==> src/rtl/core/gedf_pkg.sv <==
// -----------------------------------------------------------------------------
// gedf_pkg
// Shared widths, register codes, control types and the min/max select.
// -----------------------------------------------------------------------------
`timescale 1ns / 1ps

package gedf_pkg;

   localparam int PIX_W      = 8;
   localparam int CNT_W      = 11;
   localparam int RAD_W      = 3;
   localparam int IDX_W      = 22;
   localparam int MAX_HEIGHT = 1024;
   localparam int QDEPTH     = 4;
   localparam int QPTR_W     = 2;
   localparam int QCNT_W     = 3;
   localparam int REG_IDX_W  = 2;
   localparam int ADDR_W     = 4;
   localparam int DATA_W     = 32;

   localparam logic OP_ERODE  = 1'b0;
   localparam logic OP_DILATE = 1'b1;

   localparam logic [REG_IDX_W-1:0] REG_OPERATION = 2'd0;
   localparam logic [REG_IDX_W-1:0] REG_RADIUS    = 2'd1;
   localparam logic [REG_IDX_W-1:0] REG_WIDTH     = 2'd2;
   localparam logic [REG_IDX_W-1:0] REG_HEIGHT    = 2'd3;

   localparam logic [RAD_W-1:0] RADIUS_RESET = 3'd1;
   localparam logic [CNT_W-1:0] WIDTH_RESET  = 11'd640;
   localparam logic [CNT_W-1:0] HEIGHT_RESET = 11'd480;

   // Effective (clamped) configuration.
   typedef struct packed {
      logic             op;
      logic [RAD_W-1:0] radius;
      logic [CNT_W-1:0] width;
      logic [CNT_W-1:0] height;
   } cfg_type;

   // Per-item control carried from the front to the back.
   typedef struct packed {
      logic shift;
      logic emit;
      logic interior;
      logic last;
   } ctl_type;

   localparam int CTL_W = $bits(ctl_type);

   function automatic logic [PIX_W-1:0] pick(input logic op, input logic [PIX_W-1:0] a,
                                              input logic [PIX_W-1:0] b);
      if (op == OP_DILATE) begin
         return (a > b) ? a : b;
      end
      return (a < b) ? a : b;
   endfunction

   function automatic logic [PIX_W-1:0] neutral(input logic op);
      return (op == OP_DILATE) ? '0 : '1;
   endfunction

endpackage

==> src/rtl/core/gedf_queue.sv <==
// -----------------------------------------------------------------------------
// gedf_queue
// Short register queue of classified items between the front and the back.
// -----------------------------------------------------------------------------
`timescale 1ns / 1ps

module gedf_queue #(
   parameter int WIDTH = 132
) (
   input  logic                        clock,
   input  logic                        reset,
   input  logic                        push,
   input  logic [WIDTH-1:0]            push_data,
   input  logic                        pop,
   output logic                        head_valid,
   output logic [WIDTH-1:0]            head_data,
   output logic [gedf_pkg::QCNT_W-1:0] count
);
   import gedf_pkg::*;

   logic [WIDTH-1:0]  data_ff [QDEPTH];
   logic [QPTR_W-1:0] wr_ptr_ff, rd_ptr_ff;
   logic [QCNT_W-1:0] count_ff;
   logic              do_pop;

   assign do_pop     = pop && (count_ff != '0);
   assign head_valid = count_ff != '0;
   assign head_data  = data_ff[rd_ptr_ff];
   assign count      = count_ff;

   always_ff @(posedge clock) begin
      if (reset) begin
         wr_ptr_ff <= '0;
         rd_ptr_ff <= '0;
         count_ff  <= '0;
      end else begin
         if (push) begin
            wr_ptr_ff <= wr_ptr_ff + QPTR_W'(1);
         end
         if (do_pop) begin
            rd_ptr_ff <= rd_ptr_ff + QPTR_W'(1);
         end
         count_ff <= count_ff + QCNT_W'(push) - QCNT_W'(do_pop);
      end
   end

   always_ff @(posedge clock) begin
      if (push) begin
         data_ff[wr_ptr_ff] <= push_data;
      end
   end

endmodule

==> config.mk <==
export PLATFORM = sky130hd
export DESIGN_NAME = gedf_queue
export DESIGN_NICKNAME = d
export VERILOG_FILES = /design/src/rtl/core/gedf_pkg.sv /design/src/rtl/core/gedf_queue.sv
export SDC_FILE = /design/constraint.sdc
export NUM_CORES = 1
export LEC_CHECK = 0
export ABC_AREA = 1
export BUFFER_PORTS_ARGS = -buffer_cell sky130_fd_sc_hd__buf_2
export CORE_MARGIN = 4
export CORE_UTILIZATION = 30
export CTS_CLUSTER_DIAMETER = 30
export DETAILED_ROUTE_END_ITERATION = 8
export GPL_ROUTABILITY_DRIVEN = 0
export GPL_TIMING_DRIVEN = 0
export PLACE_DENSITY_LB_ADDON = 0.2
export SYNTH_ARGS = -nofsm -noshare
export SYNTH_HDL_FRONTEND = slang
export SYNTH_SLANG_ARGS = --single-unit
==> constraint.sdc <==
create_clock -name clock -period 4.9 [get_ports clock]
set_input_delay 0.49 -clock clock [delete_from_list [all_inputs] [get_ports clock]]
set_output_delay 0.49 -clock clock [all_outputs]
set_load 0.01 [all_outputs]
# Yosys cells after proc, flatten, opt, wreduce, memory -nomap -nowiden
# Memory sizes are Yosys's and may differ from the RTL's. A register that Yosys moved wholly into a read port is not among the register bits.
# Index checks and enable logic that the tools add are counted.
[classes]
n_addsub = 4
n_mux = 4
n_reduce_logical = 2
[ops]
columns = ["cell", "n"]
rows = [
  ["$add A2 B1 Y2 const B", 2],
  ["$mux W2", 2],
  ["$add A3 B1 Y3", 1],
  ["$reduce_bool A3 Y1", 1],
  ["$sub A3 B1 Y3", 1],
  ["$mux W1", 2],
  ["$logic_and A1 B1 Y1", 1],
]
[word_totals]
reg_bits = 7
mem_bits_rw = 528
inputBits = 136
output_inout_bits = 136
wordCells = 14
mem_count = 1
[memory_table]
columns = ["name", "words", "word_bits", "rd", "rd_ports_with_merged_regs", "write_ports", "line", "text"]
rows = [
  ["data_ff", 4, 132, 1, 1, 1, "gedf_queue.sv:21", "logic [WIDTH-1:0] data_ff [QDEPTH];"],
]

# Longest topological paths before layout
[depth]
ltp_word = 4
ltp_mapped = 9
mapped_depth_nobuf = 9

# Worst setup path after synthesis
# Ideal clock, no wire load.
[synth_path]
path_type = "register to register"
from = "register wr_ptr_ff[0]"
to = "memory data_ff[2][0], enable pin"
setup_ps = 485
arrival_ps = 3130
t_required_ps = 4415
slack_ps = 1285
path_stages_with_launch = 5
path_buffers = 0
period_less_slack_ps = 3615
path_cell_list = "dfxtp_1 > inv_1 > ha_1 > nand2_1 > inv_1"
[synth_lines]
columns = ["element", "line", "text"]
rows = [
  ["start, declared", "gedf_queue.sv:22", "logic [QPTR_W-1:0] wr_ptr_ff, rd_ptr_ff;"],
  ["start signal, assigned", "gedf_queue.sv:38", "wr_ptr_ff <= wr_ptr_ff + QPTR_W'(1);"],
  ["end, declared", "gedf_queue.sv:21", ""],
]
# Straight into the memory's write port.

==> summary.txt <==
register area share after synthesis -> 80.3%
CTS tree -> yes
I/O Buffers -> 271
outcome -> complete, no violations
CP required -> 4.41 ns
clock-pin slew on the worst setup and hold paths -> 0.04 ns
Final Hold Fails -> 0
clock latency on the worst-skew pair -> 0.65 ns
VDD IR-drop max -> 0.292 mV
vias in the first global route -> 13100
CP top delay family -> buffers and inverters
Worst Path Buf+Inv -> 3
Setup CP Type -> reg -> out
wire per inst -> 20.9 um
critical path's most frequent cell -> buf_2
CP cell instances -> buf_2 -> buf_2 -> o21ai_0 -> o22ai_1 -> buf_2
fin area -> 26500 um^2
worst clock skew -> 0.0139 ns
pwr/cell area -> 591 nW/um^2
ys flop type -> edfxtp_1
Clk network pwr share -> 48.3%
GRT busiest layer -> met2
global-route wire length before repair -> 82.4 mm
Ys Warns -> 0
largest net degree at the start of global routing -> 73
DP Wirelength -> 32.9 mm
synthesized flop and latch total -> 537
WP data arrival -> 2.67 ns
Final min period -> 3.16 ns
Layout area overhead -> 32.5%
Clock Tree Buf Depth -> 3
Via Count -> 12700
Post-synth EDFFs -> 528
TritonCTS Sinks -> 537
Post-Place Cells -> 2476
Storage cell area -> 16000 um^2
logic gate share of total power -> 17.6%
top post-synthesis cells by count -> 528 x edfxtp_1, 271 x nor2_1, 138 x o21ai_0
M2 GR Usage -> 24.9%
Net Switching -> 4380 uW
initial antenna violation count -> 11
Core Rows -> 94
gr ovfl total -> 0
final slew viol count -> 0
Mapped Area -> 20000 um^2
Seq pwr share -> 34.1%
post-route ant nets -> 0
drt via density -> 4.72
CP peak stage delay -> 0.64 ns
period utilisation layout -> 64.5%
share of cells above drive strength 1 -> 28.3%
I/O pin cnt -> 272
Fin Hold WS -> 0.0573 ns
Initial Util -> 30.3%
Worst Hold Class -> in -> reg
count leader, synth -> edfxtp_1
Final Instance Count excl. Fillers -> 2698
Die Wd -> 266 um
met3 Use GR -> 4.67%
post-route setup TNS -> 0 ns
Setup Buffers After CTS -> 0
Post-route DRC -> 0
Max-Cap Viols -> 0
final setup fails -> 0
die span in y -> 266 um
multi-input logic area -> 3360 um^2
Pleak -> 0.00942 uW
CP Capture Type -> output port
top post-synthesis cells by area -> edfxtp_1 79%, nor2_1 5.1%, o22ai_1 4.1%, o21ai_0 3.5%, o21ai_1 3.2%
power after layout -> 15600 uW
Total Routed Length -> 56.3 mm
Internal -> 11300 uW
Worst Tran Pin Value -> 0.647 ns
Syn Nets -> 1480
Mapped Cells -> 1337
H-tree levels -> 3
final-layout fill cell count -> 6179
Startpoint Class -> flop
average cell area after synthesis -> 14.9 um^2
DIE AREA -> 70700 um^2
post-synth cell types -> 18
CTS Buf Count -> 114
DR iter-0 viols -> 917
CTS root buf -> clkbuf_16
drt first pass iters -> 5
critical path fanouts, max -> 10
Layout Nets -> 1874
largest area contributor in the netlist -> edfxtp_1
Fmax -> 0.316 GHz
dpl cell area -> 22500 um^2
Critical-path top delay cell -> dfxtp_1
Core ar. -> 65900 um^2
met1 GRT Util -> 19.9%
RSZ-0062 raised after global routing -> no
Sw Ratio -> 28.0%
async set or reset register ratio after synthesis -> 0%
share of the synthesized area in the top cell type -> 79.4%
Slew headroom -> 56.8%
GRT Resource Usage Total -> 15.4%
==> per-stage QoR <==
| step | util (%) | worst slack (ns) |
|---|---|---|
| finish | 40.2 | 1.74 |
| global route | 40.2 | 1.59 |
| CTS | 40.2 | 1.60 |
| detailed placement | 34.2 | 2.31 |
| global placement | 34.0 | -1.53 |
| floorplan | - | 1.29 |
==> cells in the final DEF (no fill, tap or decap), drive strengths merged <==
| cell | netlist | final |
|---|---|---|
| bufinv | 0 | 16 |
| dlygate4sd3 | 0 | 3 |
| o21ai | 266 | 266 |
| buf | 56 | 331 |
| dfxtp | 9 | 9 |
| clkinvlp | 0 | 18 |
| ha | 6 | 6 |
| a21oi | 5 | 5 |
| nand3 | 2 | 2 |
| clkbuf | 30 | 161 |
| diode | 0 | 4 |
| o22ai | 132 | 132 |
| inv | 18 | 25 |
| edfxtp | 528 | 528 |
| nor2 | 271 | 271 |
| clkinv | 0 | 43 |
| fa | 1 | 1 |
| a21boi | 1 | 1 |
| nand2 | 12 | 12 |
==> power groups by stage <==
stage	Sequential, uW	Combinational [uW]	Clock (uW)
after floorplan	5430	1490	0
after global placement	5460	2790	0
after detailed placement	5420	2820	0
after CTS	5340	2830	7720
after global routing	5350	3030	7990
final	5340	2750	7560
==> logic make-up after synthesis <==
group | Yosys count | synth area share (%)
compound gates | 404 | 11.0
buf+inv | 104 | 2.86
simple gates | 285 | 5.37
flops | 537 | 80.3
fa+ha+maj | 7 | 0.476
==> layout make-up <==
type	instances	share of cell area, %
flip-flops and latches	537	60.6
multi-input cells	696	12.7
clock buffers	131	11.0
repair buffers	278	5.66
well taps	864	4.09
clock inverters	84	3.62
plain buffers	86	1.90
inverters	18	0.369
diodes	4	0.0378
==> timing repair <==
action | 4_1_cts | 5_1_grt
hold buffers | 3 | 0
endpoints found under the hold margin | 10 | 0
resized for setup | 0 | 0
==> state kept, by name (all words and copies together), names as in the netlist, named ones only <==
name and count:
wr_ptr_ff 2, rd_ptr_ff 2, count 3, data_ff 528
==> routing by layer <==
| layer | part of all wire (%) | vias to the layer above |
|---|---|---|
| li1 | - | 5926 |
| met1 | 43 | 6312 |
| met2 | 48 | 369 |
| met3 | 6.9 | 107 |
| met4 | 2.5 | 10 |
| met5 | 0.10 | - |
==> worst paths after layout <==
kind / end / slack [ns] / cells after the start / startpoint
max: head_data[111] / 1.74 / 5 / flop
min: data_ff[0][55] / 0.06 / 1 / push_data[55]
max reg2reg: data_ff[0][80] / 2.85 / 5 / wr_ptr_ff[0]
min reg2reg: rd_ptr_ff[0] / 0.49 / 2 / rd_ptr_ff[0]
Power figures use the tool's default switching activity.
