**src/rtl/core/gedf_pkg.sv**
```systemverilog
// -----------------------------------------------------------------------------
// gedf_pkg
// Shared widths, register codes, control types and the min/max select.
// -----------------------------------------------------------------------------
`timescale 1ns / 1ps

package gedf_pkg;

   localparam int PIX_W      = 8;
   localparam int CNT_W      = 11;
   localparam int RAD_W      = 3;
   localparam int IDX_W      = 22;
   localparam int MAX_HEIGHT = 1024;
   localparam int QDEPTH     = 4;
   localparam int QPTR_W     = 2;
   localparam int QCNT_W     = 3;
   localparam int REG_IDX_W  = 2;
   localparam int ADDR_W     = 4;
   localparam int DATA_W     = 32;

   localparam logic OP_ERODE  = 1'b0;
   localparam logic OP_DILATE = 1'b1;

   localparam logic [REG_IDX_W-1:0] REG_OPERATION = 2'd0;
   localparam logic [REG_IDX_W-1:0] REG_RADIUS    = 2'd1;
   localparam logic [REG_IDX_W-1:0] REG_WIDTH     = 2'd2;
   localparam logic [REG_IDX_W-1:0] REG_HEIGHT    = 2'd3;

   localparam logic [RAD_W-1:0] RADIUS_RESET = 3'd1;
   localparam logic [CNT_W-1:0] WIDTH_RESET  = 11'd640;
   localparam logic [CNT_W-1:0] HEIGHT_RESET = 11'd480;

   // Effective (clamped) configuration.
   typedef struct packed {
      logic             op;
      logic [RAD_W-1:0] radius;
      logic [CNT_W-1:0] width;
      logic [CNT_W-1:0] height;
   } cfg_type;

   // Per-item control carried from the front to the back.
   typedef struct packed {
      logic shift;
      logic emit;
      logic interior;
      logic last;
   } ctl_type;

   localparam int CTL_W = $bits(ctl_type);

   function automatic logic [PIX_W-1:0] pick(input logic op, input logic [PIX_W-1:0] a,
                                              input logic [PIX_W-1:0] b);
      if (op == OP_DILATE) begin
         return (a > b) ? a : b;
      end
      return (a < b) ? a : b;
   endfunction

   function automatic logic [PIX_W-1:0] neutral(input logic op);
      return (op == OP_DILATE) ? '0 : '1;
   endfunction

endpackage

```
**src/rtl/core/gedf_tree.sv**
```systemverilog
// -----------------------------------------------------------------------------
// gedf_tree
// Balanced min/max reduction over a fixed number of pixels.
// -----------------------------------------------------------------------------
`timescale 1ns / 1ps

module gedf_tree #(
   parameter int N = 15
) (
   input  logic                      op,
   input  logic [N-1:0][gedf_pkg::PIX_W-1:0] vals,
   output logic [gedf_pkg::PIX_W-1:0] result
);
   import gedf_pkg::*;

   localparam int L = (N > 1) ? $clog2(N) : 1;
   localparam int P = 1 << L;

   logic [PIX_W-1:0] lv [L+1][P];

   always_comb begin
      lv = '{default: '0};
      for (int k = 0; k < P; k++) begin
         lv[0][k] = (k < N) ? vals[k] : neutral(op);
      end
      for (int l = 0; l < L; l++) begin
         for (int k = 0; k < (P >> (l + 1)); k++) begin
            lv[l+1][k] = pick(op, lv[l][2*k], lv[l][2*k+1]);
         end
      end
   end

   assign result = lv[L][0];

endmodule

```
**src/rtl/core/gedf_back.sv**
```systemverilog
// -----------------------------------------------------------------------------
// gedf_back
// Column extremes, sliding window of column extremes, final select and the
// result register.
// -----------------------------------------------------------------------------
`timescale 1ns / 1ps

module gedf_back #(
   parameter int MAX_RADIUS = 7
) (
   input  logic                        clock,
   input  logic                        reset,
   input  gedf_pkg::cfg_type           cfg,
   input  logic                        q_valid,
   input  gedf_pkg::ctl_type           q_ctl,
   input  logic [gedf_pkg::PIX_W-1:0]  q_pass,
   input  logic [2*MAX_RADIUS:0][gedf_pkg::PIX_W-1:0] q_column,
   output logic                        q_pop,
   output logic [gedf_pkg::PIX_W-1:0]  rsp_pixel_out,
   output logic                        rsp_frame_last,
   output logic                        rsp_empty,
   input  logic                        rsp_pop
);
   import gedf_pkg::*;

   localparam int SIDE = 2 * MAX_RADIUS + 1;

   logic [PIX_W-1:0] ext_ff [SIDE];
   logic [SIDE-1:0][PIX_W-1:0] col_vals, win_vals;
   logic [PIX_W-1:0] col_ext, win_ext;

   logic             s1_valid_ff;
   ctl_type          s1_ctl_ff;
   logic [PIX_W-1:0] s1_pass_ff;
   logic             out_valid_ff;
   logic [PIX_W-1:0] out_pix_ff;
   logic             out_last_ff;
   logic             s1_adv, s1_ready;

   // Mask rows and columns outside the current window to the neutral value.
   always_comb begin
      for (int k = 0; k < SIDE; k++) begin
         col_vals[k] = (k <= 2 * int'(cfg.radius)) ? q_column[k] : neutral(cfg.op);
         win_vals[k] = (k <= 2 * int'(cfg.radius)) ? ext_ff[SIDE-1-k] : neutral(cfg.op);
      end
   end

   gedf_tree #(.N(SIDE)) u_col_tree (
      .op     (cfg.op),
      .vals   (col_vals),
      .result (col_ext)
   );

   gedf_tree #(.N(SIDE)) u_win_tree (
      .op     (cfg.op),
      .vals   (win_vals),
      .result (win_ext)
   );

   assign s1_adv   = s1_valid_ff && (!s1_ctl_ff.emit || !out_valid_ff || rsp_pop);
   assign s1_ready = !s1_valid_ff || s1_adv;
   assign q_pop    = q_valid && s1_ready;

   always_ff @(posedge clock) begin
      if (reset) begin
         s1_valid_ff  <= 1'b0;
         out_valid_ff <= 1'b0;
         for (int c = 0; c < SIDE; c++) begin
            ext_ff[c] <= '0;
         end
      end else begin
         if (s1_ready) begin
            s1_valid_ff <= q_valid;
         end
         // Shift the window one column on each accepted pixel.
         if (q_pop && q_ctl.shift) begin
            for (int c = 0; c < SIDE - 1; c++) begin
               ext_ff[c] <= ext_ff[c+1];
            end
            ext_ff[SIDE-1] <= col_ext;
         end
         if (s1_adv && s1_ctl_ff.emit) begin
            out_valid_ff <= 1'b1;
         end else if (rsp_pop) begin
            out_valid_ff <= 1'b0;
         end
      end
   end

   always_ff @(posedge clock) begin
      if (q_pop) begin
         s1_ctl_ff  <= q_ctl;
         s1_pass_ff <= q_pass;
      end
      if (s1_adv && s1_ctl_ff.emit) begin
         out_pix_ff  <= s1_ctl_ff.interior ? win_ext : s1_pass_ff;
         out_last_ff <= s1_ctl_ff.last;
      end
   end

   assign rsp_pixel_out  = out_pix_ff;
   assign rsp_frame_last = out_last_ff;
   assign rsp_empty      = !out_valid_ff;

endmodule

```
**config.mk**
```make
export PLATFORM = sky130hd
export DESIGN_NAME = gedf_back
export DESIGN_NICKNAME = d
export VERILOG_FILES = /design/src/rtl/core/gedf_pkg.sv /design/src/rtl/core/gedf_tree.sv /design/src/rtl/core/gedf_back.sv
export SDC_FILE = /design/constraint.sdc
export NUM_CORES = 1
export LEC_CHECK = 0
export BUFFER_PORTS_ARGS = -buffer_cell sky130_fd_sc_hd__buf_2
export CORE_MARGIN = 10
export CORE_UTILIZATION = 35
export CTS_BUF_LIST = sky130_fd_sc_hd__clkbuf_4
export CTS_CLUSTER_SIZE = 25
export DETAILED_ROUTE_END_ITERATION = 6
export SLEW_MARGIN = 20
export SYNTH_ARGS = -nofsm -noshare
export SYNTH_HDL_FRONTEND = slang
export SYNTH_SLANG_ARGS = --single-unit
```
**constraint.sdc**
```tcl
create_clock -name clock -period 28.2 [get_ports clock]
set_input_delay 7.05 -clock clock [delete_from_list [all_inputs] [get_ports clock]]
set_output_delay 7.05 -clock clock [all_outputs]
set_load 0.05 [all_outputs]
```
**Yosys cells after proc, flatten, opt, wreduce, memory -nomap -nowiden**

Memories as Yosys holds them, arrays and structs flattened.
Index checks and enable logic that the tools add are counted.

- Register bits after elaboration: 22
- Bits in writable memories: 120
- Bits of input ports: 162
- Output and inout bits: 11
- Logic and storage cells: 285
- Memories kept: 1

Memories:

| name | words | bits a word | rd ports | clocked after Yosys merged registers in | wr ports | line | source |
|---|---|---|---|---|---|---|---|
| ext_ff | 15 | 8 | 15 | 0 | 15 | gedf_back.sv:28 | `logic [PIX_W-1:0] ext_ff [SIDE];` |

- $lt $le $gt $ge: 75
- Multiplexer cells: 175
- Bitwise logic cells: 15
- Reductions and logical operators: 11

Operators with widths:

| kind | number |
|---|---|
| 8-bit two-way mux | 167 |
| 8-bit > comparator | 30 |
| 8-bit < comparator | 30 |
| 4-bit <= comparator (first input constant) | 7 |
| 3-bit by 4-bit <= comparator with 1-bit output (first input constant) | 4 |
| 1-bit bitwise OR | 15 |
| 1-bit by 4-bit <= comparator with 1-bit output (first input constant) | 2 |
| 2-bit by 4-bit <= comparator with 1-bit output (first input constant) | 2 |
| 1-bit two-way mux | 8 |
| 1-bit logical AND | 4 |
| 1-bit zero test | 3 |
| 1-bit logical OR | 3 |
| 2-bit nonzero test | 1 |

**Longest topological paths before layout**

Gate-level depths: netlist of run 1.

- Depth in word-level cells: 19
- Gate-level depth with buffers: 48

**Modules after synthesis**

A second synthesis of run 1 with hierarchy kept.

- Cell total of the unflattened synthesis: 2065
- Area total of the unflattened synthesis: 17717.0 sq um

By module, submodules not included:

| module | instances | cells an instance | area each (sq um) | seq. area each (sq um) |
|---|---|---|---|---|
| gedf_back | 1 | 784 | 8096.5 | 4244.1 |
| gedf_tree (u_win_tree) | 1 | 643 | 4815.9 | 0.0 |
| gedf_tree (u_col_tree) | 1 | 638 | 4804.6 | 0.0 |

**Least setup slack after synthesis of run 1**

OpenSTA, ideal clock, no wires.

- Path kind: input to register
- Start: in cfg[25] in the netlist's numbering
- End: reg out_pix_ff[3] (netlist: rsp_pixel_out[3]), data pin
- Setup time: 260 ps
- Arrival: 15991 ps
- Setup slack: 11950 ps
- Cell stages on the path: 43
- Path buffers: 10
- Cell sequence: buf_2 -> buf_2 -> buf_2 -> buf_2 -> buf_2 -> buf_2 -> buf_1 -> clkbuf_1 -> o21ai_0 -> ha_1 -> and4b_1 -> a211oi_1 -> o21ai_0 -> nand2_1 -> o22a_1 -> o21ai_0 -> inv_1 -> ha_1 -> [... 7 more ...] -> ha_1 -> nor2b_1 -> o211ai_1 -> a21oi_1 -> o21ai_0 -> clkbuf_1 -> mux2i_1 -> o21ai_0 -> ha_1 -> nor2b_1 -> o211ai_1 -> a21oi_1 -> nor3_1 -> nor2_1 -> nor3_1 -> a22oi_1 -> o221ai_1 -> nor3_1

- Cells in the longest elaborated chain, start to end: 19
- Elaborated cells on any way between the ends: 108
- Classes of those cells: order compare: 30; mux: 78

RTL lines:

| what | line | source |
|---|---|---|
| start: declaration | gedf_back.sv:13 | `input gedf_pkg::cfg_type cfg,` |
| 8-bit two-way mux | gedf_pkg.sv:60 | `return (op == OP_DILATE) ? '0 : '1;` |
| 8-bit two-way mux | gedf_back.sv:44 | `win_vals[k] = (k <= 2 * int'(cfg.radius)) ? ext_ff[SIDE-1-k] : neutral(cfg.op);` |
| 8-bit > comparator | gedf_pkg.sv:54 | `return (a > b) ? a : b;` |
| 8-bit two-way mux | gedf_pkg.sv:54 |  |
| 8-bit two-way mux | gedf_pkg.sv:53 | `if (op == OP_DILATE) begin` |
| 8-bit two-way mux | gedf_pkg.sv:56 | `return (a < b) ? a : b;` |
| 8-bit > comparator | gedf_pkg.sv:54 |  |
| 8-bit two-way mux | gedf_pkg.sv:54 |  |
| [... 3 more ...] | -- |  |
| 8-bit two-way mux | gedf_pkg.sv:54 |  |
| 8-bit two-way mux | gedf_pkg.sv:53 |  |
| 8-bit two-way mux | gedf_pkg.sv:56 |  |
| 8-bit > comparator | gedf_pkg.sv:54 |  |
| 8-bit two-way mux | gedf_pkg.sv:54 |  |
| 8-bit two-way mux | gedf_pkg.sv:53 |  |
| 8-bit two-way mux * | gedf_pkg.sv:56 |  |
| 8-bit two-way mux * | gedf_back.sv:96 | `out_pix_ff <= s1_ctl_ff.interior ? win_ext : s1_pass_ff;` |
| end signal: assignment | gedf_back.sv:96 |  |
| end: declaration | gedf_back.sv:36 | `logic [PIX_W-1:0] out_pix_ff;` |

Mark *: on every way between the ends. The rest lies on a longest branch, timed or not. The select of a mux whose other input is x is not followed.
A chain may end at the register's enable or synchronous reset.

**Worst setup path in the final report of run 1**

- Start: in cfg[24] in the netlist's numbering
- End: reg out_pix_ff[4] (netlist: rsp_pixel_out[4]), data pin

- Cells in the longest elaborated chain, start to end: 19
- Elaborated cells on any way between the ends: 121
- Classes of those cells: order compare: 45; mux: 76

RTL lines:

| what | line |
|---|---|
| 1-bit by 4-bit <= comparator with 1-bit output, or another cell as far along | gedf_back.sv:44 |
| 8-bit two-way mux | gedf_back.sv:44 |
| 8-bit > comparator | gedf_pkg.sv:54 |
| 8-bit two-way mux | gedf_pkg.sv:54 |
| 8-bit two-way mux | gedf_pkg.sv:53 |
| 8-bit two-way mux | gedf_pkg.sv:56 |
| 8-bit > comparator | gedf_pkg.sv:54 |
| 8-bit two-way mux | gedf_pkg.sv:54 |
| [... 3 more ...] | -- |
| 8-bit two-way mux | gedf_pkg.sv:54 |
| 8-bit two-way mux | gedf_pkg.sv:53 |
| 8-bit two-way mux | gedf_pkg.sv:56 |
| 8-bit > comparator | gedf_pkg.sv:54 |
| 8-bit two-way mux | gedf_pkg.sv:54 |
| 8-bit two-way mux | gedf_pkg.sv:53 |
| 8-bit two-way mux * | gedf_pkg.sv:56 |
| 8-bit two-way mux * | gedf_back.sv:96 |

Marks and branches as above.

==> results.yml, run 1 <==
run_status:
  result_of_the_run: "complete, no violations"
job:
  drv.max_cap_violation_count: 0
pwr:
  part_of_the_total_power_dissipated_in_sequential_elements: 0.168
  combinationalPowerShare: 0.746
  p_leak_nw: 9.441
  clockPowerShare: 0.086
  power_density_mw_per_mm2: 78.98
  p_sw_mw: 0.9178
  peak_supply_drop_uv: 51.38
  sw_frac_of_total: 0.5352
  internal_power_mw: 0.7970
global_routing:
  first_pass_grt_wire_length_um: 110300
  gr-usage-all-layers: 0.2014
  grt_antenna_before_repair: 2
  grt_pass1_vias: 19940
  grt.overflow.total: 0
  grt_start_max_net_pins: 85
sta:
  setup_repair_after_global_routing_missed_its_margin: "false"
  clock_skew_ns: 0.03270
  hold-worst-slack_ns: 0.4514
  achievable-frequency_mhz: 56.85
  finalWorstPathRequiredPeriod_ns: 17.59
  max_slew_margin: 0.3018
  timing.final.crit_share: 0.6238
  tightest_slew_ns: 1.034
  final-max-slew-violation-count: 0
  finalSetupViolations: 0
  fin_tns_setup_ns: 0
  timing_hold_violations_final: 0
clock_tree:
  post_cts.repair.setup_buffers: 0
  ctsResizeCount: 0
  clk_latency_ns: 0.67
  htree_num_levels: 4
  cts_root_buf: "clkbuf_4"
  clkSinkCount: 142
  clk_transition_reported_paths_ns: 0.14
  cts_inserted_buffers: 17
  postCtsHoldBufs: 0
  cts_tree: "yes"
  max-clock-path-buffers: 2
floorplanning:
  initial_utilization: 0.3554
  num_io_pins: 173
  die_h_um: 259.8
  die_width_um: 259.8
  core-area_mm2: 0.05660
  design.die.area_mm2: 0.06747
  placement_rows: 87
yosys:
  synth-seq-cells: 142
  synth_largest_area_cell: "edfxtp_1"
  async_reset_ff_frac: 0
  postSynthAreaPerCell_um2: 7.762
  yosysWarnings: 0
  postSynth.topFlopCell: "edfxtp_1"
  syn-instance-count: 2592
  synth_top_area_frac: 0.2090
  synth_top_cells_by_area: "edfxtp_1 21%, ha_1 15%, a21oi_1 7.9%, mux2i_1 5.3%, nand2_1 5.0%"
  synth_seq_area_share: 0.2109
  ys_types: 87
  synth_nets: 2993
  mappedNetlistArea_mm2: 0.02012
  post_synth_edffs: 140
setup_path:
  worst-path-max-fanout: 45
  cp_slowest_stage_delay_ns: 0.71
  worst-endpoint-arrival_ns: 18.04
  timing.critical_path.max_delay_family: "compound AO/OA/AOI/OAI gates"
  path_buf_inv: 3
  cpMaxStageDelayCell: "a21oi_1"
  crit_top_cell: "a21oi_1"
  worstSetupStartpointType: "primary input"
  worstPathRequired_ns: 28.65
  worstSetupEndpointType: "flop"
  worst-setup-path-type: "primary input to flop"
placed_design:
  dp_hpwl_um: 54340
  placed_cells_incl_taps: 3358
  finalWeightedCongestion: 0.9329
  io_buffer_count: 150
finish:
  mostFrequentLayoutCell: "a21oi_1"
  areaGrowthSynthToFinish_pct: 7.917
  finalNetCount: 3022
  commonest_cells_after_routing_fill_and_taps_aside: "319 x a21oi_1, 267 x nand2_1, 239 x ha_1"
  fill_cells: 5895
  post_layout_nonfiller_instances: 3392
  drive_gt1_frac: 0.1173
detailed_routing:
  antenna_left: 0
  drt_pre_antenna_iters: 7
  drt_first_iter_violations: 1827
  drc: 0
  vias_per_cell: 6.084
  post_drt_wl_per_cell_um: 20.75
  overall_routed_net_length_um: 70370
  num_vias: 20640
worst_hold_path:
  worst_hold_path_class: "flop to flop"
[sequential cells by signal, summed over array words and instances, names as in the netlist]
name            flops
ext_ff            120
s1_ctl_ff           3
rsp_pixel_out       8
rsp_frame_last      1
s1_pass_ff          8
s1_valid_ff         1
out_valid_ff        1
[per-stage QoR]
step,utilization,area [um^2],worst slack [ns],total power [mW]
finish,0.3836,21710,10.61,1.715
global route,0.3836,21710,9.884,1.868
CTS,0.3835,21710,10.74,1.694
detailed placement,0.3782,21410,10.04,1.539
global placement,0.3782,21410,10.15,1.510
floorplan,-,20120,11.95,1.210
[area by class of cell]
cell class | count | area [um^2] | area share
clock inverters | 15 | 168.9 | 0.007780
diodes | 2 | 5.005 | 0.0002305
flip-flops and latches | 142 | 4244 | 0.1955
multi-input cells | 2164 | 14780 | 0.6808
clock buffers | 17 | 127.6 | 0.005878
repair buffers | 181 | 1005 | 0.04627
inverters | 115 | 434.2 | 0.02000
well taps | 756 | 945.9 | 0.04357
[worst paths after layout]
path	startpoint	endpoint	slack, ns	cells after the start
setup / recovery	cfg[24]	rsp_pixel_out[4]	10.61	34
hold / removal	s1_ctl_ff[0]	rsp_frame_last	0.45	0
setup reg to reg	ext_ff[0][21]	rsp_pixel_out[4]	18.00	32
hold reg to reg	s1_ctl_ff[0]	rsp_frame_last	0.45	0
[cells in the mapped netlist, types with 9 or more instances]
cell	count
o211ai_1	50
o32ai_1	9
and2_1	97
a21oi_1	319
a21o_1	75
and3_1	21
inv_1	114
buf_2	51
edfxtp_1	140
nand2_1	268
mux2_2	37
a31oi_1	29
a221oi_1	10
nand4_1	51
o21ai_0	105
a211oi_1	45
or3_1	18
a211o_1	12
nand3_1	75
o21a_1	38
buf_1	27
or2_2	24
o22ai_1	10
nor3_1	69
ha_1	239
nor2_1	159
nor4_1	19
mux2i_1	107
o2111ai_1	11
clkbuf_1	93
nor2b_1	55
o221ai_1	12
o21ai_1	10
a311oi_1	12
o31ai_1	26
[routing by layer]
layer / GRT usage / vias to the layer above / share of wire
met5: 0 / - / 0
met4: 0.06789 / 0 / 0.027
met3: 0.03206 / 90 / 0.066
met2: 0.3301 / 765 / 0.46
met1: 0.2646 / 9925 / 0.45
li1: - / 9858 / -
[cells by family after synthesis]
group / synth area share
AOI/OAI and AO/OA: 0.2881
adders and majority gates: 0.1486
buffers and inverters: 0.05653
DFF: 0.2109
muxes: 0.07562
and+or+nand+nor: 0.2202
[power groups by stage]
stage          clock, mW  sequential (mW)  combinational (mW)
2_1_floorplan          0            0.289               0.922
3_3_place_gp           0            0.293                1.22
3_5_place_dp           0            0.292                1.25
4_1_cts            0.152            0.288                1.25
5_1_grt            0.159            0.290                1.42
6_report           0.147            0.288                1.28
No activity file was read; power rests on OpenSTA's default activity.
==> inputs of run 2 (changes only) <==
- ABC_AREA: unset -> 1
- clock period: 28.2 -> 14.1 ns (I/O delays scaled with it)
==> results.yml, run 2 <==
finish:
  fill_cells: 6740
  fin_area_mm2: 0.02299
  multi_input_combinational_cell_area_mm2: 0.01455
  utilization: 0.3808
  largest_register_ff_count: 120
  mostFrequentLayoutCell: "nand2_1"
  drive_gt1_frac: 0.07799
  areaGrowthSynthToFinish_pct: 7.868
  post_layout_nonfiller_instances: 4386
  register_with_the_most_flip_flops: "ext_ff"
  commonest_cells_after_routing_fill_and_taps_aside: "985 x nand2_1, 645 x nand3_1, 473 x inv_1"
  register_cell_area_after_layout_mm2: 0.004244
  finalNetCount: 3991
floorplanning:
  placement_rows: 90
  die_width_um: 266.7
  core-area_mm2: 0.06036
  design.die.area_mm2: 0.07115
  initial_utilization: 0.3530
  num_io_pins: 173
  die_h_um: 266.7
sta:
  achievable-frequency_mhz: 81.53
  setup_repair_after_global_routing_missed_its_margin: "false"
  fin_tns_setup_ns: 0
  timing.final.ws_setup_ns: 1.835
  timing_hold_violations_final: 0
  finalWorstPathRequiredPeriod_ns: 12.27
  final-max-slew-violation-count: 0
  hold-worst-slack_ns: 0.4629
  max_slew_margin: 0.2636
  timing.final.crit_share: 0.8699
  tightest_slew_ns: 1.105
  clock_skew_ns: 0.04542
  finalSetupViolations: 0
setup_path:
  worstSetupEndpointType: "flop"
  cpMaxStageDelayCell: "o31ai_2"
  crit_top_cell: "nand2_1"
  worstSetupStartpointType: "primary input"
  worst-path-max-fanout: 22
  worstPathRequired_ns: 14.48
  worst-setup-path-type: "primary input to flop"
  worst-endpoint-arrival_ns: 12.64
  cp_slowest_stage_delay_ns: 0.54
yosys:
  postSynth.topFlopCell: "edfxtp_1"
  post_synth_edffs: 140
  synth_top_cells_by_area: "edfxtp_1 20%, nand2_1 17%, nand3_1 15%, ha_1 14%, inv_1 8.3%"
  ys_types: 46
  synth-seq-cells: 142
  yosysWarnings: 0
  synth_nets: 3934
  postSynthAreaPerCell_um2: 6.031
  synth_seq_area_share: 0.1992
  syn-instance-count: 3533
  mappedNetlistArea_mm2: 0.02131
  async_reset_ff_frac: 0
  synth_top_area_frac: 0.1973
  yosys.cell_count.top_type: "nand2_1"
  synth_largest_area_cell: "edfxtp_1"
  synth.cells.most_frequent: "986 x nand2_1, 646 x nand3_1, 473 x inv_1, 239 x ha_1, 214 x nor2_1"
clock_tree:
  htree_num_levels: 4
  max-clock-path-buffers: 2
  post_cts.repair.setup_buffers: 0
  cts_inserted_buffers: 17
  cts_tree: "yes"
  clk_transition_reported_paths_ns: 0.15
  clk_latency_ns: 0.70
  postCtsHoldBufs: 0
  cts_root_buf: "clkbuf_4"
  clkSinkCount: 142
  ctsResizeCount: 0
detailed_routing:
  drt_pre_antenna_iters: 7
  drt_first_iter_violations: 1908
  antenna_left: 0
  vias_per_cell: 5.259
  drc: 0
  post_drt_wl_per_cell_um: 16.73
  num_vias: 23070
  overall_routed_net_length_um: 73380
placed_design:
  dp_hpwl_um: 57240
  cell_area_after_placement_mm2: 0.02269
  io_buffer_count: 150
  post-place-ws_ns: 1.398
  placed_cells_incl_taps: 4353
  finalWeightedCongestion: 0.9097
pwr:
  peak_supply_drop_uv: 122.8
  p_leak_nw: 12.11
  power_density_mw_per_mm2: 168.7
  design_power_total_mw: 3.877
job:
  drv.max_cap_violation_count: 0
global_routing:
  grt_pass1_vias: 21620
  gr-usage-all-layers: 0.2031
  grt_antenna_before_repair: 2
  first_pass_grt_wire_length_um: 116300
  grt.overflow.total: 0
  grt_start_max_net_pins: 81
run_status:
  result_of_the_run: "complete, no violations"
worst_hold_path:
  worst_hold_path_class: "flop to flop"
==> run 2: cell types whose count changed in the layout (fill, tap and decap cells not counted), sizes merged, moves of 107 or more <==
cell / delta
nand3: +582
inv: +363
o21ai: +150
nand2: +732
a21oi: -136
mux2i: -107
==> run 2: final cells by class <==
| type | instances | area share |
|---|---|---|
| Clock buffer | 18 | 0.005879 |
| Multi-Input combinational cell | 2748 | 0.6331 |
| Antenna cell | 1 | 0.0001089 |
| Timing Repair Buffer | 190 | 0.04611 |
| Sequential cell | 142 | 0.1846 |
| Clock inverter | 14 | 0.006804 |
| Tap cell | 782 | 0.04257 |
| Inverter | 491 | 0.08083 |
==> run 2: critical path: cells and delay by family <==
kind	cells	cell delay, ns
fa+ha+maj	4	1.22
simple gates	27	5.02
buf+inv	8	1.63
compound gates	7	1.23
==> run 2: metal layers <==
metal	track usage	vias up	share of wire
met1	0.2581	10500	0.44
met5	0	-	0
met2	0.3472	576	0.48
met3	0.02761	102	0.049
li1	-	11890	-
met4	0.06863	0	0.028
==> run 2: final timing paths <==
| kind | from | end | slack [ns] | depth (start not counted) |
|---|---|---|---|---|
| worst max-delay path | cfg[24] | ext_ff[1][52] | 1.83 | 46 |
| worst min-delay path | s1_ctl_ff[0] | rsp_frame_last | 0.46 | 0 |
| worst max register to register | ext_ff[1][8] | rsp_pixel_out[0] | 5.76 | 47 |
| worst min register to register | s1_ctl_ff[0] | rsp_frame_last | 0.46 | 0 |
==> run 2: where the power goes <==
group / internal (mW) / total [mW] / switching [mW]
clock: 0.110 / 0.288 / 0.178
sequential: 0.526 / 0.558 / 0.0320
combinational: 1.04 / 3.03 / 1.99
total: 1.68 / 3.88 / 2.20
==> run 2: cells by family after synthesis <==
family / Yosys count / synth area share
buffers and inverters: 643 / 0.1191
DFF: 142 / 0.1992
adders and majority gates: 239 / 0.1403
AOI/OAI and AO/OA: 551 / 0.1423
and+or+nand+nor: 1958 / 0.3990
